File: config.mk
export PLATFORM = sky130hd
export DESIGN_NAME = csv_field_tokenizer
export DESIGN_NICKNAME = d
export VERILOG_FILES = /design/src/sv/cft_pkg.sv /design/src/sv/csv_field_tokenizer.sv /design/src/sv/cft_front.sv /design/src/sv/cft_queue.sv /design/src/sv/cft_back.sv
export SDC_FILE = /design/constraint.sdc
export NUM_CORES = 1
export LEC_CHECK = 0
export BUFFER_PORTS_ARGS = -buffer_cell sky130_fd_sc_hd__buf_2
export CAP_MARGIN = 10
export CORE_ASPECT_RATIO = 0.6
export CORE_MARGIN = 3
export CORE_UTILIZATION = 63
export CTS_CLUSTER_DIAMETER = 80
export DETAILED_ROUTE_END_ITERATION = 10
export GPL_ROUTABILITY_DRIVEN = 0
export PLACE_DENSITY = 0.82
export SETUP_SLACK_MARGIN = 0.3
export SYNTH_ARGS = -nofsm -noshare
export SYNTH_HDL_FRONTEND = slang
export SYNTH_SLANG_ARGS = --single-unit
File: constraint.sdc
create_clock -name clk_i -period 13.26 [get_ports clk_i]
set_clock_uncertainty 0.2 [all_clocks]
set_input_delay 1.326 -clock clk_i [delete_from_list [all_inputs] [get_ports clk_i]]
set_output_delay 1.326 -clock clk_i [all_outputs]
set_load 0.03 [all_outputs]
File: src/sv/cft_pkg.sv
// cft_pkg: types, limits and character codes shared by the CSV field tokenizer.
// Depends on nothing; every other file of the block uses it.
`default_nettype none
package cft_pkg;

  localparam int MAX_COLUMNS = 64;
  localparam int FIELD_BYTES = 256;
  localparam int ROW_LIMIT   = 65536;

  localparam int ColW = $clog2(MAX_COLUMNS + 1);
  localparam int LenW = $clog2(FIELD_BYTES);
  localparam int RowW = $clog2(ROW_LIMIT + 2);

  localparam int QueueDepth = 4;
  localparam int PtrW       = $clog2(QueueDepth);

  localparam logic [7:0] ChQuote = 8'h22;
  localparam logic [7:0] ChComma = 8'h2C;
  localparam logic [7:0] ChLf    = 8'h0A;
  localparam logic [7:0] ChCr    = 8'h0D;

  typedef enum logic [1:0] {
    EV_BYTE = 2'd0,
    EV_EOF  = 2'd1,
    EV_EOR  = 2'd2
  } kind_e;

  typedef enum logic [4:0] {
    MODE_REC_START = 5'b00001,
    MODE_FLD_START = 5'b00010,
    MODE_PLAIN     = 5'b00100,
    MODE_QUOTED    = 5'b01000,
    MODE_QSEEN     = 5'b10000
  } mode_e;

  typedef struct packed {
    logic [7:0] text_byte;
    logic       final_byte;
  } in_beat_t;

  typedef struct packed {
    logic [1:0]  event_kind;
    logic [7:0]  field_byte;
    logic [5:0]  column_index;
    logic [16:0] row_index;
    logic        last_of_run;
  } out_beat_t;

  typedef struct packed {
    kind_e       kind;
    logic [7:0]  data;
    logic [5:0]  col;
    logic [16:0] row;
  } evt_t;

  // One queue entry carries the events of one input byte: one or two.
  typedef struct packed {
    logic two;
    evt_t ev0;
    evt_t ev1;
  } entry_t;

endpackage
`default_nettype wire

File: src/sv/csv_field_tokenizer.sv
// csv_field_tokenizer: top level of the byte-serial CSV field tokenizer.
// Depends on cft_pkg, cft_front, cft_queue and cft_back.
//
// Usage:
//   Input channel (in_valid_i / in_ready_o / in_data_i) takes one beat per
//   text byte with a final_byte flag on the last byte of the stream.
//   Output channel (out_valid_o / out_ready_i / out_data_o) gives field
//   bytes, end-of-field and end-of-record beats tagged with column and row;
//   last_of_run marks the last beat caused by one input byte.
//   An accepted byte's events are registered in the queue; its first
//   result beat is driven from the queue head. One byte per cycle is taken
//   while the queue is not full; a byte with two beats holds the single
//   output port of the sequencer for both. Bytes with no beat push nothing.
//   A four-entry queue between parser and sequencer lets each side stall
//   alone: with the receiver stalled, up to four bytes' worth of beats are
//   held, then in_ready_o drops until beats drain.
//   Reset clears the parse state to start of record, row and column zero,
//   and empties the queue; no beats are pending after reset.
`default_nettype none
module csv_field_tokenizer (
  input  wire logic               clk_i,
  input  wire logic               rst_ni,
  input  wire logic               in_valid_i,
  output logic                    in_ready_o,
  input  wire cft_pkg::in_beat_t  in_data_i,
  output logic                    out_valid_o,
  input  wire logic               out_ready_i,
  output cft_pkg::out_beat_t      out_data_o
);

  logic            push;
  logic            pop;
  logic            full;
  logic            empty;
  cft_pkg::entry_t push_data;
  cft_pkg::entry_t head;

  cft_front u_front (
    .clk_i       (clk_i),
    .rst_ni      (rst_ni),
    .in_valid_i  (in_valid_i),
    .in_ready_o  (in_ready_o),
    .in_data_i   (in_data_i),
    .q_full_i    (full),
    .push_o      (push),
    .push_data_o (push_data)
  );

  cft_queue u_queue (
    .clk_i       (clk_i),
    .rst_ni      (rst_ni),
    .push_i      (push),
    .push_data_i (push_data),
    .full_o      (full),
    .empty_o     (empty),
    .pop_i       (pop),
    .head_o      (head)
  );

  cft_back u_back (
    .clk_i       (clk_i),
    .rst_ni      (rst_ni),
    .empty_i     (empty),
    .head_i      (head),
    .pop_o       (pop),
    .out_valid_o (out_valid_o),
    .out_ready_i (out_ready_i),
    .out_data_o  (out_data_o)
  );

endmodule
`default_nettype wire

File: src/sv/cft_front.sv
// cft_front: accepts text bytes, runs the CSV parse state and builds the
// events of each byte as one queue entry. Depends on cft_pkg.
`default_nettype none
module cft_front (
  input  wire logic              clk_i,
  input  wire logic              rst_ni,
  input  wire logic              in_valid_i,
  output logic                   in_ready_o,
  input  wire cft_pkg::in_beat_t in_data_i,
  input  wire logic              q_full_i,
  output logic                   push_o,
  output cft_pkg::entry_t        push_data_o
);

  cft_pkg::mode_e              mode_q, mode_d;
  logic [cft_pkg::ColW-1:0]    col_q, col_d;
  logic [cft_pkg::LenW-1:0]    flen_q, flen_d;
  logic [cft_pkg::RowW-1:0]    row_q, row_d;
  logic                        cr_q, cr_d;
  logic [1:0]                  n_ev;
  cft_pkg::evt_t               ev0, ev1;
  logic                        accept;

  function automatic logic emit_ok(cft_pkg::kind_e k, logic [cft_pkg::ColW-1:0] c,
                                   logic [cft_pkg::RowW-1:0] r);
    return (r <= cft_pkg::RowW'(cft_pkg::ROW_LIMIT)) &&
           ((c < cft_pkg::ColW'(cft_pkg::MAX_COLUMNS)) || (k == cft_pkg::EV_EOR));
  endfunction

  function automatic cft_pkg::evt_t mk_evt(cft_pkg::kind_e k, logic [7:0] b,
                                           logic [cft_pkg::ColW-1:0] c,
                                           logic [cft_pkg::RowW-1:0] r);
    cft_pkg::evt_t e;
    logic [cft_pkg::ColW-1:0] cc;
    cc = (c >= cft_pkg::ColW'(cft_pkg::MAX_COLUMNS)) ?
         cft_pkg::ColW'(cft_pkg::MAX_COLUMNS - 1) : c;
    e.kind = k;
    e.data = (k == cft_pkg::EV_BYTE) ? b : 8'd0;
    e.col  = 6'(cc);
    e.row  = 17'(r);
    return e;
  endfunction

  assign in_ready_o = !q_full_i;
  assign accept     = in_valid_i && in_ready_o;

  always_comb begin
    logic [7:0] b;
    logic       skip;
    logic       do_ef;
    logic       do_pb;
    logic       do_er;
    b      = in_data_i.text_byte;
    mode_d = mode_q;
    col_d  = col_q;
    flen_d = flen_q;
    row_d  = row_q;
    n_ev   = 2'd0;
    ev0    = '0;
    ev1    = '0;
    skip   = cr_q && (b == cft_pkg::ChLf);
    cr_d   = (b == cft_pkg::ChCr) && !in_data_i.final_byte;
    do_ef  = 1'b0;
    do_pb  = 1'b0;
    do_er  = 1'b0;

    // Classify the byte against the current mode.
    if (!skip) begin
      if (b == cft_pkg::ChCr || b == cft_pkg::ChLf) begin
        do_er = (mode_q != cft_pkg::MODE_REC_START);
      end else begin
        case (mode_q)
          cft_pkg::MODE_PLAIN: begin
            if (b == cft_pkg::ChComma) begin
              do_ef  = 1'b1;
              mode_d = cft_pkg::MODE_FLD_START;
            end else begin
              do_pb = 1'b1;
            end
          end
          cft_pkg::MODE_QUOTED: begin
            if (b == cft_pkg::ChQuote) begin
              mode_d = cft_pkg::MODE_QSEEN;
            end else begin
              do_pb = 1'b1;
            end
          end
          cft_pkg::MODE_QSEEN: begin
            if (b == cft_pkg::ChQuote) begin
              do_pb  = 1'b1;
              mode_d = cft_pkg::MODE_QUOTED;
            end else if (b == cft_pkg::ChComma) begin
              do_ef  = 1'b1;
              mode_d = cft_pkg::MODE_FLD_START;
            end else begin
              do_ef  = 1'b1;
              do_pb  = 1'b1;
              mode_d = cft_pkg::MODE_PLAIN;
            end
          end
          default: begin
            if (b == cft_pkg::ChQuote) begin
              mode_d = cft_pkg::MODE_QUOTED;
            end else if (b == cft_pkg::ChComma) begin
              do_ef  = 1'b1;
              mode_d = cft_pkg::MODE_FLD_START;
            end else begin
              do_pb  = 1'b1;
              mode_d = cft_pkg::MODE_PLAIN;
            end
          end
        endcase
      end
    end

    if (do_ef) begin
      if (emit_ok(cft_pkg::EV_EOF, col_d, row_d)) begin
        ev0  = mk_evt(cft_pkg::EV_EOF, 8'd0, col_d, row_d);
        n_ev = 2'd1;
      end
      if (col_d < cft_pkg::ColW'(cft_pkg::MAX_COLUMNS)) col_d = col_d + 1'b1;
      flen_d = '0;
    end

    if (do_pb && (flen_d < cft_pkg::LenW'(cft_pkg::FIELD_BYTES - 1))) begin
      if (emit_ok(cft_pkg::EV_BYTE, col_d, row_d)) begin
        if (n_ev == 2'd0) ev0 = mk_evt(cft_pkg::EV_BYTE, b, col_d, row_d);
        else              ev1 = mk_evt(cft_pkg::EV_BYTE, b, col_d, row_d);
        n_ev = n_ev + 2'd1;
      end
      flen_d = flen_d + 1'b1;
    end

    // Last byte closes an open record; only two events fit, so drop the second.
    if (in_data_i.final_byte && mode_d != cft_pkg::MODE_REC_START) begin
      do_er = 1'b1;
      if (n_ev == 2'd2) n_ev = 2'd1;
    end

    if (do_er) begin
      if (emit_ok(cft_pkg::EV_EOR, col_d, row_d) && n_ev != 2'd2) begin
        if (n_ev == 2'd0) ev0 = mk_evt(cft_pkg::EV_EOR, 8'd0, col_d, row_d);
        else              ev1 = mk_evt(cft_pkg::EV_EOR, 8'd0, col_d, row_d);
        n_ev = n_ev + 2'd1;
      end
      col_d  = '0;
      flen_d = '0;
      mode_d = cft_pkg::MODE_REC_START;
      if (row_d <= cft_pkg::RowW'(cft_pkg::ROW_LIMIT)) row_d = row_d + 1'b1;
    end
  end

  assign push_o           = accept && (n_ev != 2'd0);
  assign push_data_o.two  = (n_ev == 2'd2);
  assign push_data_o.ev0  = ev0;
  assign push_data_o.ev1  = ev1;

  always_ff @(posedge clk_i or negedge rst_ni) begin
    if (!rst_ni) begin
      mode_q <= cft_pkg::MODE_REC_START;
      col_q  <= '0;
      flen_q <= '0;
      row_q  <= '0;
      cr_q   <= 1'b0;
    end else if (accept) begin
      mode_q <= mode_d;
      col_q  <= col_d;
      flen_q <= flen_d;
      row_q  <= row_d;
      cr_q   <= cr_d;
    end
  end

endmodule
`default_nettype wire

File: src/sv/cft_queue.sv
// cft_queue: small FIFO of event entries between the parse front and the
// output sequencer. Depends on cft_pkg.
`default_nettype none
module cft_queue (
  input  wire logic            clk_i,
  input  wire logic            rst_ni,
  input  wire logic            push_i,
  input  wire cft_pkg::entry_t push_data_i,
  output logic                 full_o,
  output logic                 empty_o,
  input  wire logic            pop_i,
  output cft_pkg::entry_t      head_o
);

  cft_pkg::entry_t            mem_q [cft_pkg::QueueDepth];
  logic [cft_pkg::PtrW-1:0]   wr_ptr_q, rd_ptr_q;
  logic [cft_pkg::PtrW:0]     count_q, count_d;

  assign full_o  = (count_q == (cft_pkg::PtrW + 1)'(cft_pkg::QueueDepth));
  assign empty_o = (count_q == '0);
  assign head_o  = mem_q[rd_ptr_q];

  always_comb begin
    count_d = count_q;
    if (push_i && !pop_i) count_d = count_q + 1'b1;
    if (!push_i && pop_i) count_d = count_q - 1'b1;
  end

  always_ff @(posedge clk_i) begin
    if (push_i) mem_q[wr_ptr_q] <= push_data_i;
  end

  always_ff @(posedge clk_i or negedge rst_ni) begin
    if (!rst_ni) begin
      wr_ptr_q <= '0;
      rd_ptr_q <= '0;
      count_q  <= '0;
    end else begin
      if (push_i) wr_ptr_q <= wr_ptr_q + 1'b1;
      if (pop_i)  rd_ptr_q <= rd_ptr_q + 1'b1;
      count_q <= count_d;
    end
  end

endmodule
`default_nettype wire

File: src/sv/cft_back.sv
// cft_back: walks the events of the head queue entry out as result beats
// and marks the last one of each byte. Depends on cft_pkg.
`default_nettype none
module cft_back (
  input  wire logic            clk_i,
  input  wire logic            rst_ni,
  input  wire logic            empty_i,
  input  wire cft_pkg::entry_t head_i,
  output logic                 pop_o,
  output logic                 out_valid_o,
  input  wire logic            out_ready_i,
  output cft_pkg::out_beat_t   out_data_o
);

  logic          sel_q, sel_d;
  logic          last;
  logic          beat;
  cft_pkg::evt_t ev;

  assign ev   = sel_q ? head_i.ev1 : head_i.ev0;
  assign last = sel_q || !head_i.two;
  assign beat = out_valid_o && out_ready_i;

  assign out_valid_o             = !empty_i;
  assign out_data_o.event_kind   = ev.kind;
  assign out_data_o.field_byte   = ev.data;
  assign out_data_o.column_index = ev.col;
  assign out_data_o.row_index    = ev.row;
  assign out_data_o.last_of_run  = last;

  // Advance within the entry; pop it after its last event.
  assign pop_o = beat && last;
  assign sel_d = beat ? !last : sel_q;

  always_ff @(posedge clk_i or negedge rst_ni) begin
    if (!rst_ni) begin
      sel_q <= 1'b0;
    end else begin
      sel_q <= sel_d;
    end
  end

endmodule
`default_nettype wire

==> results of run 1 <==
-- synth_stat cells, types with 4 or more instances --
master | count | area, um^2
a21o_1 | 10 | 75.1
a21oi_1 | 20 | 100
a22o_1 | 4 | 35.0
a31oi_1 | 7 | 43.8
a32o_1 | 4 | 40.0
and2_1 | 49 | 307
and3_1 | 4 | 25.0
buf_1 | 12 | 45.0
clkbuf_1 | 21 | 78.8
dfrtp_1 | 45 | 1130
edfxtp_1 | 264 | 7930
ha_1 | 13 | 163
inv_1 | 20 | 75.1
mux4_2 | 66 | 1490
nand2_1 | 127 | 477
nand2b_1 | 8 | 50.1
nand3_1 | 19 | 95.1
nand4_1 | 11 | 68.8
nor2_1 | 41 | 154
nor3_1 | 5 | 25.0
o21ai_0 | 20 | 100
o21ai_1 | 6 | 30.0
or3_1 | 4 | 25.0
xnor2_1 | 10 | 87.6
xor2_1 | 12 | 105
-- critical path: cells and delay by family --
| family | cells | cell delay [ns] |
|---|---|---|
| simple gates | 10 | 2.84 |
| mux | 1 | 0.44 |
| buf+inv | 2 | 0.76 |
| compound gates | 4 | 1.27 |
| fa+ha+maj | 2 | 0.46 |
-- per-stage QoR --
step | utilization (%) | setup WS [ns]
floorplan | - | 5.94
global placement | 67.9 | 5.88
detailed placement | 67.9 | 5.68
CTS | 72.6 | 6.22
global route | 72.6 | 5.62
finish | 72.6 | 6.08
-- cells by family (layout without fill, tap and decap cells) --
kind of cell             Yosys count  count (layout)  share of synthesized area, %
AND/OR/NAND/NOR                  291             291                          10.6
buffers and inverters             59             128                          1.72
multiplexers                      71              71                          11.6
flip-flops                       310             310                          68.2
XOR/XNOR                          22              22                          1.45
AO/OA/AOI/OAI                     97              97                          5.10
adder cells (fa/ha/maj)           14              14                          1.37
-- final cells by class --
| type | count | share of cell area (%) |
|---|---|---|
| clock buffer | 36 | 5.14 |
| sequential | 310 | 61.5 |
| multi-input combinational | 495 | 27.2 |
| clock inverter | 14 | 1.31 |
| timing repair buffer | 56 | 2.03 |
| tap | 273 | 2.31 |
| inverter | 22 | 0.559 |
-- registers in the layout, summed over array words and instances, names as in the netlist --
| name | count |
|---|---|
| u_queue.wr_ptr_q | 2 |
| u_front.row_q | 17 |
| u_queue.count_q | 3 |
| u_front.mode_q | 5 |
| u_front.col_q | 7 |
| u_queue.rd_ptr_q | 2 |
| u_back.sel_q | 1 |
| u_queue.mem_q | 264 |
| u_front.flen_q | 8 |
| u_front.cr_q | 1 |
-- worst paths after layout --
path / end / slack, ns / from / cells past startpoint
min in group asynchronous: u_front.row_q[0]$_DFFE_PN0P_ / 0.70 / rst_ni / 2
worst min-delay path: u_queue.count_q[2]$_DFFE_PN0P_ / 0.29 / u_queue.count_q[2]$_DFFE_PN0P_ / 1
worst min register to register: u_queue.count_q[2]$_DFFE_PN0P_ / 0.29 / u_queue.count_q[2]$_DFFE_PN0P_ / 1
worst max register to register: u_queue.mem_q[3][17]$_DFFE_PP_ / 6.71 / u_front.mode_q[4]$_DFFE_PN0P_ / 17
worst max-delay path: u_queue.mem_q[3][17]$_DFFE_PP_ / 6.08 / in_data_i[1] / 19
max in group asynchronous: u_queue.rd_ptr_q[0]$_DFFE_PN0P_ / 11.63 / rst_ni / 2
-- report_power, final --
group | internal [mW] | switching, mW | total [mW]
Combinational | 0.408 | 0.748 | 1.16
Clock | 0.484 | 0.349 | 0.834
Sequential | 1.32 | 0.0981 | 1.42
Total | 2.21 | 1.20 | 3.41
-- metal layers --
metal  part of all wire, %  GRT usage, %  up-vias
met3                   7.1          3.85       49
met5                     0             0        -
li1                      -             -     3392
met2                    46          39.0      340
met1                    45          40.2     3898
met4                   1.8          5.78        0
==> flow_summary.toml, run 1 <==
[outcome]
status = "finished, final reports clean"

[clocking]
post-cts-setup-buffer-count = 0
root_buffer = "clkbuf_16"
numCtsBuffers = 27
ctsResizeCount = 0
path_clk_slew_ns = 0.06
cts_hold_buf = 0
cts_tree = "yes"
clkLatencyLatePin_ns = 0.55
cts_buffer_depth = 3
cts_sinks = 310
htreeDepth = 1

[power_and_ir_drop]
powerDensity_mw_per_mm2 = 231
p_leak_nw = 5.42
peakVddDrop_uv = 160
total_power_mw = 3.41

[floorplanning]
boundaryPins = 49
rows = 40
initial_core_util_pct = 65.4
die-width_um = 194
die-area_mm2 = 0.0230
core_area_mm2 = 0.0204
die_h_um = 119

[sta]
max-slew-margin-rel_pct = 25.8
finalCriticalPeriod_ns = 7.18
drv_slew = 0
whs_ns = 0.292
rsz0062_at_grt = "no"
hold_viol = 0
worst_pin_slew_ns = 1.10
finalCritPeriodShare_pct = 54.2
fin_tns_setup_ns = 0
setup_viol = 0
max_freq_mhz = 139

[routing]
route.antenna.remaining_nets = 0
wl_mm = 28.7
route.detailed.drc = 0
vias = 7679
drt_iter0_drc = 901
vias_per_cell = 6.37
firstDrtPassIters = 6
wl_per_cell_um = 23.8

[yosys]
ys_types = 69
yosysWarningCount = 0
synthArstFlopShare_pct = 14.8
netlist_area_mm2 = 0.0133
synthFlopType = "edfxtp_1"
postSynthAreaPerCell_um2 = 15.4
syn-instance-count = 864
synth-seq-cells = 310
ys_seq_area_share_pct = 68.2
synth_edf_count = 264
syn_nets = 891

[grt]
grt-ovfl-total = 0
grt_pass1_vias = 7625
grt_max_degree = 67
grtUsageTotal_pct = 25.6
grt_pass1_wl_mm = 45.3
antenna_found_initial = 0

[placement]
port_buffers = 48
placed_area_mm2 = 0.0138
dp_hpwl_mm = 17.3
place_inst = 1156

[final_layout]
n_fill_cell = 1263
layout_commonest_cell = "edfxtp_1"
area_delta_synth_final_pct = 11.0
finalNonFillerCells = 1206
final_cell_area_mm2 = 0.0148
drive_above_1_share_pct = 20.0
multiInputGateArea_mm2 = 0.00402
nets = 939
mostFrequentLayoutCells = "edfxtp_1, nand2_1, mux4_2, buf_2, and2_1"
regArea_mm2 = 0.00908
num_antenna_cells = 0

[flow_run]
cap_violations = 0

[critical_path]
cp_data_required_time_ns = 13.24
path_class = "input port to flop"
critPathMaxFanout = 39
crit_chain = "buf_2, nor4b_1, and2_1, o32a_1, a21o_1, and2_1, ha_1, nand3_1, nor2_1, nand4_1, and3_1, mux2i_1, ha_1, nand2b_1, a21oi_1, nor2_1, a22o_1, and2_2, buf_4"
cp-end-kind = "flop"
startpoint_type = "input port"
cp.arrival_ns = 7.16
cp_slowest_cell = "and2_2"
slowest_delay_ns = 0.65

[hold_path]
min_path_type = "flop to flop"
Note: power is estimated with default switching activity, not from simulation.
==> run 2: changes to the inputs <==
Settings changed: CORE_UTILIZATION 63 to 62, PLACE_DENSITY 0.82 to 0.81.
Clock period 13.26 ns to 7.3 ns, I/O delays scaled along.
==> run 2 against run 1 <==
- setup slack worse by 5.1 ns
- total power is 79% higher
- non-clock buffer count is 4 higher
- global-route usage is 0.64 points lower
- first-iteration DRC count is 8.1% higher
- sequential power is 81% higher
- combinational power is 84% higher
- clock power is 69% higher
- register-to-register slack worse by 5.6 ns
- final area hardly changed
- clock-buffer cell count is 4 higher
- die area is 1.5% higher
- critical endpoint is now u_queue.count_q[2]$_DFFE_PN0P_
- largest cell class unchanged
- highest routed layer is now met5
==> flow_summary.toml, run 2 (synthesis results as in run 1) <==
[power_and_ir_drop]
combPwrFrac_pct = 35.0
p_sw_mw = 2.14
intPower_mw = 3.97
peakVddDrop_uv = 304
pwr-share-seq_pct = 42.0
powerDensity_mw_per_mm2 = 414
sw_frac_of_total_pct = 35.1
clkPwrFrac_pct = 23.0
total_power_mw = 6.11
p_leak_nw = 5.40

[sta]
finalCritPeriodShare_pct = 86.4
worst_pin_slew_ns = 1.04
drv_slew = 0
setup_viol = 0
rsz0062_at_grt = "no"
finalCriticalPeriod_ns = 6.31
max-slew-margin-rel_pct = 29.4
max_freq_mhz = 159
fin_tns_setup_ns = 0
hold_viol = 0

[critical_path]
r2r-end = "u_queue.count_q[2]$_DFFE_PN0P_"
startpoint_type = "input port"
cp-startpoint = "in_data_i[1]"
cp_data_required_time_ns = 7.56
cp_slowest_cell = "nor4b_1"
cp-end-kind = "flop"
cp.arrival_ns = 6.56
timing.critical_path.buf_inv = 3
cp_top_family = "simple AND/OR/NAND/NOR gates"
critPathMaxFanout = 18
rrSetupSlack_ns = 1.12
slowest_delay_ns = 0.52
r2r-start = "u_front.mode_q[4]$_DFFE_PN0P_"
path_class = "input port to flop"
rr_worst_depth = 22
crit_chain = "buf_2, nor4b_1, and2_1, o32a_1, a21o_1, and2_1, ha_1, nand3_1, nor2_1, nand4_1, and3_1, mux2i_1, ha_1, nand2b_1, a21oi_1, nor2_1, a22o_1, inv_1, ha_1, inv_1, fa_1, xor2_1, nor2_1, xor2_1"

[final_layout]
nets = 943
n_fill_cell = 1281
drive_above_1_share_pct = 19.2
mostFrequentLayoutCells = "edfxtp_1, nand2_1, mux4_2, buf_2, and2_1"
regMostFlops = "u_queue.mem_q"
largest_reg_flops = 264
reg_top3 = "u_queue.mem_q (264), u_front.row_q (17), u_front.flen_q (8)"
area_delta_synth_final_pct = 10.9
layout_commonest_cell = "edfxtp_1"
num_antenna_cells = 0

[floorplanning]
die-width_um = 195
die-area_mm2 = 0.0233
core_area_mm2 = 0.0205
die_h_um = 120
boundaryPins = 49
rows = 40
initial_core_util_pct = 64.9

[placement]
port_buffers = 48
dp_hpwl_mm = 17.5

[grt]
grt_pass1_vias = 7649
grt-ovfl-total = 0
antenna_found_initial = 1
grtUsageTotal_pct = 25.0
grt_max_degree = 68
grt_pass1_wl_mm = 45.1

[clocking]
htreeDepth = 1
cts_tree = "yes"
cts_hold_buf = 0
root_buffer = "clkbuf_16"
path_clk_slew_ns = 0.07
cts_buffer_depth = 3
numCtsBuffers = 27
clkLatencyLatePin_ns = 0.54
ctsResizeCount = 0
cts_sinks = 310
post-cts-setup-buffer-count = 0

[routing]
firstDrtPassIters = 6
wl_met1_mm = 12.5
vias_per_cell = 6.41
route.antenna.remaining_nets = 0
route.detailed.drc = 0
drt_iter0_drc = 974
routed.top_layer = "met5"
wl_per_cell_um = 23.5
wl_met2_mm = 12.6
vias = 7754
wl_mm = 28.4
wl_met3_mm = 2.57

[hold_path]
min_path_type = "input port to async pin"

[flow_run]
cap_violations = 0

[outcome]
status = "finished, final reports clean"
-- run 2: changes by cell type in the layout (fill, tap and decap cells not counted), sizes merged --
cell      change
buf           +4
clkinvlp      -2
clkbuf        +4
clkinv        -2
bufinv        -1
-- run 2: worst max path at each step --
stage / end / slack [ns] / cells after the start
2_1_floorplan: u_queue.mem_q[0][0]$_DFFE_PP_ / 0.58 / 21
3_5_place_dp: u_queue.count_q[2]$_DFFE_PN0P_ / 0.59 / 24
6_report: u_queue.count_q[2]$_DFFE_PN0P_ / 0.99 / 24
3_3_place_gp: u_queue.count_q[2]$_DFFE_PN0P_ / 0.83 / 24
4_1_cts: u_queue.count_q[2]$_DFFE_PN0P_ / 1.15 / 24
5_1_grt: u_queue.count_q[2]$_DFFE_PN0P_ / 0.63 / 24
-- run 2: area by class of cell --
cell class	count	area (um^2)	share of cell area [%]
Clock buffer	40	734	4.97
Clock inverter	9	125	0.847
Tap cell	273	342	2.31
Timing Repair Buffer	60	380	2.58
Sequential cell	310	9080	61.5
Inverter	22	82.6	0.559
Multi-Input combinational cell	495	4020	27.2
-- run 2: through the flow --
step	cells	hold slack [ns]	area, um^2	worst slack [ns]	util (%)
global placement	1160	0.277	13900	0.832	67.8
detailed placement	1160	0.275	13900	0.589	67.8
global route	1209	0.142	14800	0.626	72.0
floorplan	864	0.234	13300	0.577	-
CTS	1209	0.109	14800	1.15	72.0
finish	1209	0.0923	14800	0.991	72.0
-- run 2: worst register-to-register path, cell delays in order, from the launching register on --
cell and delay (ns):
dfrtp_1 0.43, or3_1 0.48, o32a_1 0.44, a21o_1 0.40
and2_1 0.26, ha_1 0.25, nand3_1 0.12, nor2_1 0.06
nand4_1 0.16, and3_1 0.62, mux2i_1 0.31, ha_1 0.26
nand2b_1 0.15, a21oi_1 0.27, nor2_1 0.08, a22o_1 0.35
inv_1 0.09, ha_1 0.18, inv_1 0.08, fa_1 0.46
xor2_1 0.16, nor2_1 0.13, xor2_1 0.16
-- run 2: power groups by stage --
stage | Sequential (mW) | Combinational, mW | Clock [mW]
6_report | 2.57 | 2.14 | 1.41
5_1_grt | 2.61 | 2.30 | 1.50
4_1_cts | 2.57 | 2.15 | 1.43
3_5_place_dp | 2.60 | 2.13 | 0
3_3_place_gp | 2.58 | 2.10 | 0
2_1_floorplan | 2.51 | 1.58 | 0
-- run 2: per-layer routing --
layer / GRT usage, % / up-vias
li1: - / 3398
met1: 39.0 / 3893
met2: 37.3 / 395
met3: 4.52 / 66
met4: 6.72 / 2
met5: 0 / -
